`src/sv/pw2d_pkg.sv`:
```
// ----------------------------------------------------------------------------
// pw2d_pkg
// shared constants, codes and types of the 2d piecewise-constant sampler
// ----------------------------------------------------------------------------
`default_nettype none

package pw2d_pkg;

  localparam int COLS        = 64;
  localparam int ROWS        = 32;
  localparam int WEIGHT_BITS = 16;
  localparam int FRAC_BITS   = 24;

  localparam int COL_W   = $clog2(COLS);
  localparam int ROW_W   = $clog2(ROWS);
  localparam int ADDR_W  = COL_W + ROW_W;
  localparam int CELLS   = COLS * ROWS;
  localparam int IDX_W   = (COL_W > ROW_W) ? COL_W : ROW_W;
  localparam int SUM_W   = WEIGHT_BITS + COL_W;
  localparam int TOT_W   = SUM_W + ROW_W;
  localparam int NUM_W   = TOT_W;
  localparam int DVD_W   = NUM_W + FRAC_BITS;
  localparam int DCNT_W  = $clog2(DVD_W + 1);
  localparam int DENS_W  = 32;
  localparam int DENS_FB = 16;

  typedef enum logic [1:0] {
    OP_LOAD   = 2'd0,
    OP_BUILD  = 2'd1,
    OP_SAMPLE = 2'd2,
    OP_QUERY  = 2'd3
  } op_t;

  typedef enum logic [4:0] {
    S_IDLE,
    S_BSUM_A, S_BSUM_B,
    S_BCDF_A, S_BCDF_B, S_BCDF_W,
    S_BMAR_A, S_BMAR_B, S_BMAR_W,
    S_SR_CHK, S_SR_CMP,
    S_C0_A, S_C0_B, S_C1_A, S_C1_B,
    S_FR, S_FR_W, S_COORD,
    S_W_A, S_W_B, S_D_W,
    S_OUT
  } state_t;

  typedef struct packed {
    logic              start;
    logic [NUM_W-1:0]  num;
    logic [TOT_W-1:0]  den;
    logic              frac16;
  } div_req_t;

  typedef struct packed {
    logic              done;
    logic [DENS_W-1:0] quot;
  } div_rsp_t;

endpackage

`default_nettype wire

```
`src/sv/pw2d_div.sv`:
```
// ----------------------------------------------------------------------------
// pw2d_div
// bit-serial restoring divider, floor(num * 2^k / den), k of 24 or 16
// ----------------------------------------------------------------------------
`default_nettype none

module pw2d_div (
  input  wire logic               clk,
  input  wire logic               rst,
  input  wire pw2d_pkg::div_req_t req,
  output pw2d_pkg::div_rsp_t      rsp
);

  logic [pw2d_pkg::DCNT_W-1:0] cnt;
  logic [pw2d_pkg::DVD_W-1:0]  dvd;
  logic [pw2d_pkg::TOT_W-1:0]  rem;
  logic [pw2d_pkg::TOT_W-1:0]  den;
  logic [pw2d_pkg::DENS_W-1:0] quot;
  logic                        sat;
  logic                        done;
  logic [pw2d_pkg::TOT_W:0]    r2;
  logic                        ge;

  assign r2 = {rem, dvd[pw2d_pkg::DVD_W-1]};
  assign ge = (r2 >= {1'b0, den});

  always_ff @(posedge clk) begin
    if (rst) begin
      cnt  <= '0;
      done <= 1'b0;
    end else begin
      done <= 1'b0;
      if (req.start) begin
        cnt <= pw2d_pkg::DCNT_W'(pw2d_pkg::DVD_W);
      end else if (cnt != '0) begin
        cnt <= cnt - 1'b1;
        if (cnt == pw2d_pkg::DCNT_W'(1)) begin
          done <= 1'b1;
        end
      end
    end
  end

  always_ff @(posedge clk) begin
    if (req.start) begin
      if (req.frac16) begin
        dvd <= pw2d_pkg::DVD_W'({req.num, {pw2d_pkg::DENS_FB{1'b0}}});
      end else begin
        dvd <= {req.num, {pw2d_pkg::FRAC_BITS{1'b0}}};
      end
      den  <= req.den;
      rem  <= '0;
      quot <= '0;
      sat  <= 1'b0;
    end else if (cnt != '0) begin
      dvd  <= {dvd[pw2d_pkg::DVD_W-2:0], 1'b0};
      rem  <= ge ? pw2d_pkg::TOT_W'(r2 - {1'b0, den}) : r2[pw2d_pkg::TOT_W-1:0];
      quot <= {quot[pw2d_pkg::DENS_W-2:0], ge};
      sat  <= sat | quot[pw2d_pkg::DENS_W-1];
    end
  end

  // saturate once a quotient bit falls off the top
  assign rsp.done = done;
  assign rsp.quot = sat ? '1 : quot;

endmodule

`default_nettype wire
```
`config.mk`:
```
export PLATFORM = sky130hd
export DESIGN_NAME = pw2d_div
export DESIGN_NICKNAME = d
export VERILOG_FILES = /design/src/sv/pw2d_pkg.sv /design/src/sv/pw2d_div.sv
export SDC_FILE = /design/constraint.sdc
export NUM_CORES = 1
export LEC_CHECK = 0
export BUFFER_PORTS_ARGS = -buffer_cell sky130_fd_sc_hd__buf_4
export CAP_MARGIN = 20
export CELL_PAD_IN_SITES_DETAIL_PLACEMENT = 1
export CELL_PAD_IN_SITES_GLOBAL_PLACEMENT = 1
export CORE_MARGIN = 1
export CORE_UTILIZATION = 48
export DETAILED_ROUTE_END_ITERATION = 12
export GPL_TIMING_DRIVEN = 0
export PLACE_DENSITY_LB_ADDON = 0.1
export RECOVER_POWER = 50
export SKIP_LAST_GASP = 1
export SYNTH_ARGS = -nofsm -noshare
export SYNTH_HDL_FRONTEND = slang
export SYNTH_SLANG_ARGS = --single-unit
```
`constraint.sdc`:
```
create_clock -name clk -period 6.8 [get_ports clk]
set_clock_uncertainty 0.1 [all_clocks]
set_input_delay 2.04 -clock clk [delete_from_list [all_inputs] [get_ports clk]]
set_output_delay 2.04 -clock clk [all_outputs]
set_load 0.01 [all_outputs]
```
* Yosys cells after proc, flatten, opt, wreduce, memory -nomap -nowiden
Index checks and enable logic that the tools add are counted.
Operators by class: bitwise gates (word level) 2, mux-type cells 8, div/mod/pow operators 0, multiply operators 0, order comparisons 1, reduce and logical (&&, ||, !) cells 4, shifts and indexed selects 0, $add $sub $neg 2, eq/ne operators 1
Operators with widths (number):
- two-way mux 51 bit | 3
- two-way mux 32 bit | 1
- greater-or-equal comparator 28 x 27 -> 1 bit | 1
- two-way mux 27 bit | 1
- subtractor 27 bit | 1
- two-way mux 6 bit | 2
- equality test 6 x 1 -> 1 bit, second input constant | 1
- nonzero test 6 bit | 1
- subtractor 6 x 1 -> 6 bit, second input constant | 1
- OR reduction 3 bit | 1
- nonzero test 2 bit | 1
- OR reduction 2 bit | 1
- two-way mux 1 bit | 1
- NOT 1 bit | 1
- bitwise OR 1 bit | 1
Word-level totals: word-level logic and storage cells 26, RAM bits 0, memories kept 0, bits in latches 0, output and inout bits 33, memory bits (read-only) 0, input bits 58, register bits after elaboration 145

* Logic depth before layout (Yosys ltp)
depth in word-level cells 3, gate-level depth with buffers 12, depth with buffers taken out 10

* Least setup slack after synthesis
No wires, ideal clock.
kind input-to-reg, start point input req[55] (netlist bit), end point register dvd[16] (netlist bit) (enable), required time 6203 ps, path slack 3174 ps, setup time 497 ps, cell stages on the path 3, path buffers 1, arrival time 3028 ps, cell sequence inv_2 > clkbuf_1 > nand2_1
Between the ends: longest elaborated chain between the ends 1
Ends and longest elaborated chain:
- start: declaration | line pw2d_div.sv:10 | input wire pw2d_pkg::div_req_t req,
- nonzero test 2 bit (no source line)
- end signal: assignment | line pw2d_div.sv:47 | dvd <= pw2d_pkg::DVD_W'({req.num, {pw2d_pkg::DENS_FB{1'b0}}});
- end signal: assignment | line pw2d_div.sv:49 | dvd <= {req.num, {pw2d_pkg::FRAC_BITS{1'b0}}};
- end signal: assignment | line pw2d_div.sv:56 | dvd <= {dvd[pw2d_pkg::DVD_W-2:0], 1'b0};
- end: declaration | line pw2d_div.sv:15 | logic [pw2d_pkg::DVD_W-1:0] dvd;
No other way between the ends. A chain may end at the register's enable or synchronous reset.

* Final worst setup path
start point input req[55] (netlist bit), end point register dvd[25] (netlist bit) (enable)
The elaborated chain is that of the path after synthesis.

==> flow_metrics.tcl <==
set metrics [dict create \
    ys_ff_latch 129 \
    arrival_ns 5.16 \
    root_buffer "clkbuf_16" \
    critical_path_class "in -> reg" \
    cts_tree "yes" \
    r2r.worst_path.cells 12 \
    power_density_mw_per_mm2 308 \
    hold_path_depth 2 \
    synth_cells 774 \
    post_cts_buffers 0 \
    drt_iter0_drc 411 \
    clock_path_buffers 2 \
    antennaDiodeCount 0 \
    rows 43 \
    yosys-top-cells-area "edfxtp_1 26%, dfxtp_1 19%, nand2_1 6.1%" \
    post_synth_num_cell_types 63 \
    gr-total-overflow 0 \
    holdBufCountCts 0 \
    route.final.wire_length_um 21500 \
    io_buffer_count 89 \
    setup_viol 0 \
    synth_nets 863 \
    wire_per_inst_um 20.0 \
    hold_violations 0 \
    hpwl_um 14800 \
    maxCapViolations 1 \
    endpoint_kind "flip-flop" \
    dr.pass1.iters 5 \
    yosysWarnings 0 \
    final_nets 972 \
    core_area_sq_mm 0.0141 \
    fmax_ghz 0.195 \
    post_cts_resized 0 \
    min_period_ns 5.13 \
    fillCellCount 1663 \
    start_util_pct 50.0 \
    antenna_found_initial 0 \
    drive_gt1_share_pct 19.5 \
    drc_errors 0 \
    yosys.cell_count.top_type "nand2_1" \
    seqCellArea_sq_mm 0.00320 \
    synth_edf_count 62 \
    syn2layout_area_growth_pct 20.8 \
    yosysSeqAreaShare_pct 45.4 \
    async_reset_ff_share_pct 0 \
    synth_top_area_share_pct 26.4 \
    cts.sinks 129 \
    die-area_sq_mm 0.0152 \
    track_usage_pct 29.5 \
    routed_via_density 5.93 \
    die_w_um 123 \
    worst_pin_slew_ns 1.97 \
    start_kind "input port" \
    grt_max_degree 33 \
    peakVddDrop_uv 220 \
    vias 6383 \
    power.total_w 0.00263 \
    crit_path_max_fanout 32 \
    synth_area_sq_mm 0.00705 \
    ios 91 \
    drtAntennaViolNets 0 \
    power_leakage_nw 3.68 \
    clk-insertion-delay-late_ns 0.43 \
    synth_flop_cell "dfxtp_1" \
    synth.largest_area_cell "edfxtp_1" \
    avgSynthCellArea_sq_um 9.11 \
    grt_first_pass_wirelength_um 33900 \
    cts_buffers 17 \
    status "finished with violations" \
    dieHeight_um 123 \
    ys_top_cells_by_count "115 x nand2_1, 83 x a21oi_1, 67 x dfxtp_1, 64 x nor2_1, 62 x edfxtp_1" \
    slew_headroom_pct -31.4 \
    gp_congestion 0.896 \
    clk_pin_slew_ns 0.06 \
    rsz0062_at_grt "no" \
    finalSetupTns_ns 0 \
    htree_levels 4 \
    maxSlewViolCount 33 \
    hold_path.class "reg -> reg" \
    worstPathRequired_ns 6.83 \
    multi_input_area_sq_mm 0.00349 \
    min_period_over_period_pct 75.4 \
    violations "max-capacitance violations, max-slew violations" \
    grt_pass1_vias 6708 \
]
-- layer usage --
metal / track usage (%) / share of wire, %
met5: 0 / 0
met4: 12.3 / 2.4
met3: 6.09 / 4.4
met2: 48.5 / 48
met1: 37.7 / 46
-- worst max-delay path, cell delays in order --
cell      delay [ns]
clkbuf_1        1.38
inv_1           0.50
clkbuf_1        0.39
nand2_1         0.57
buf_16          0.25
-- report_power, final --
| part | switching [W] | total (W) | internal (W) | leakage, nW |
|---|---|---|---|---|
| logic | 0.000478 | 0.000776 | 0.000299 | 2.24 |
| clock network | 0.000374 | 0.000878 | 0.000505 | 0.261 |
| registers | 0.0000599 | 0.000973 | 0.000913 | 1.18 |
| total | 0.000911 | 0.00263 | 0.00172 | 3.68 |
-- per-stage QoR --
step	hold WS [ns]	worst slack (ns)	utilization, %	instances	cell area [sq um]
final	0.363	1.67	60.4	1076	8520
after detailed placement	0.358	2.58	56.6	1044	7970
after global routing	0.383	1.47	60.4	1076	8520
after floorplan	0.340	3.17	-	774	7050
after global placement	0.350	2.24	56.4	1043	7950
after CTS	0.366	3.06	60.6	1076	8540
-- layout make-up --
type / instances / share of cell area (%)
clock buffers: 17 / 4.99
well taps: 180 / 2.64
inverters: 34 / 1.50
multi-input cells: 564 / 41.0
flip-flops and latches: 129 / 37.6
clock inverters: 15 / 1.60
plain buffers: 47 / 2.73
repair buffers: 90 / 7.95
-- path summary, 6_finish.rpt --
kind | startpoint | end | slack (ns)
worst max-delay path | req[55] | dvd[25]$_DFFE_PP_ | 1.67
worst min-delay path | quot[21]$_SDFFE_PP0N_ | quot[21]$_SDFFE_PP0N_ | 0.36
worst max register to register | dvd[50]$_DFFE_PP_ | rem[19]$_SDFFE_PP0N_ | 3.28
worst min register to register | quot[21]$_SDFFE_PP0N_ | quot[21]$_SDFFE_PP0N_ | 0.36
-- cell usage in the layout, fill, tap and decap left out, types with 23 or more instances in the layout --
| cell | instances |
|---|---|
| inv_1 | 34 |
| or2_2 | 32 |
| ha_1 | 30 |
| dfxtp_1 | 67 |
| mux2i_1 | 23 |
| nand2_1 | 115 |
| nor2_1 | 64 |
| a21oi_1 | 83 |
| edfxtp_1 | 62 |
| clkbuf_1 | 32 |
| clkbuf_4 | 27 |
| buf_4 | 60 |
-- state kept, by name (all words and copies together) (netlist names) --
name / count
den: 27
quot: 32
dvd: 35
rem: 27
done: 1
cnt: 6
sat: 1
-- kinds of logic after synthesis --
logic type	Yosys count	share of synthesized area, %
compound gates	199	19.1
fa+ha+maj	31	5.61
simple gates	297	19.8
flops	129	45.4
buf+inv	81	5.11
xor+xnor	14	1.74
mux	23	3.26
Power figures use the tool's default switching activity.
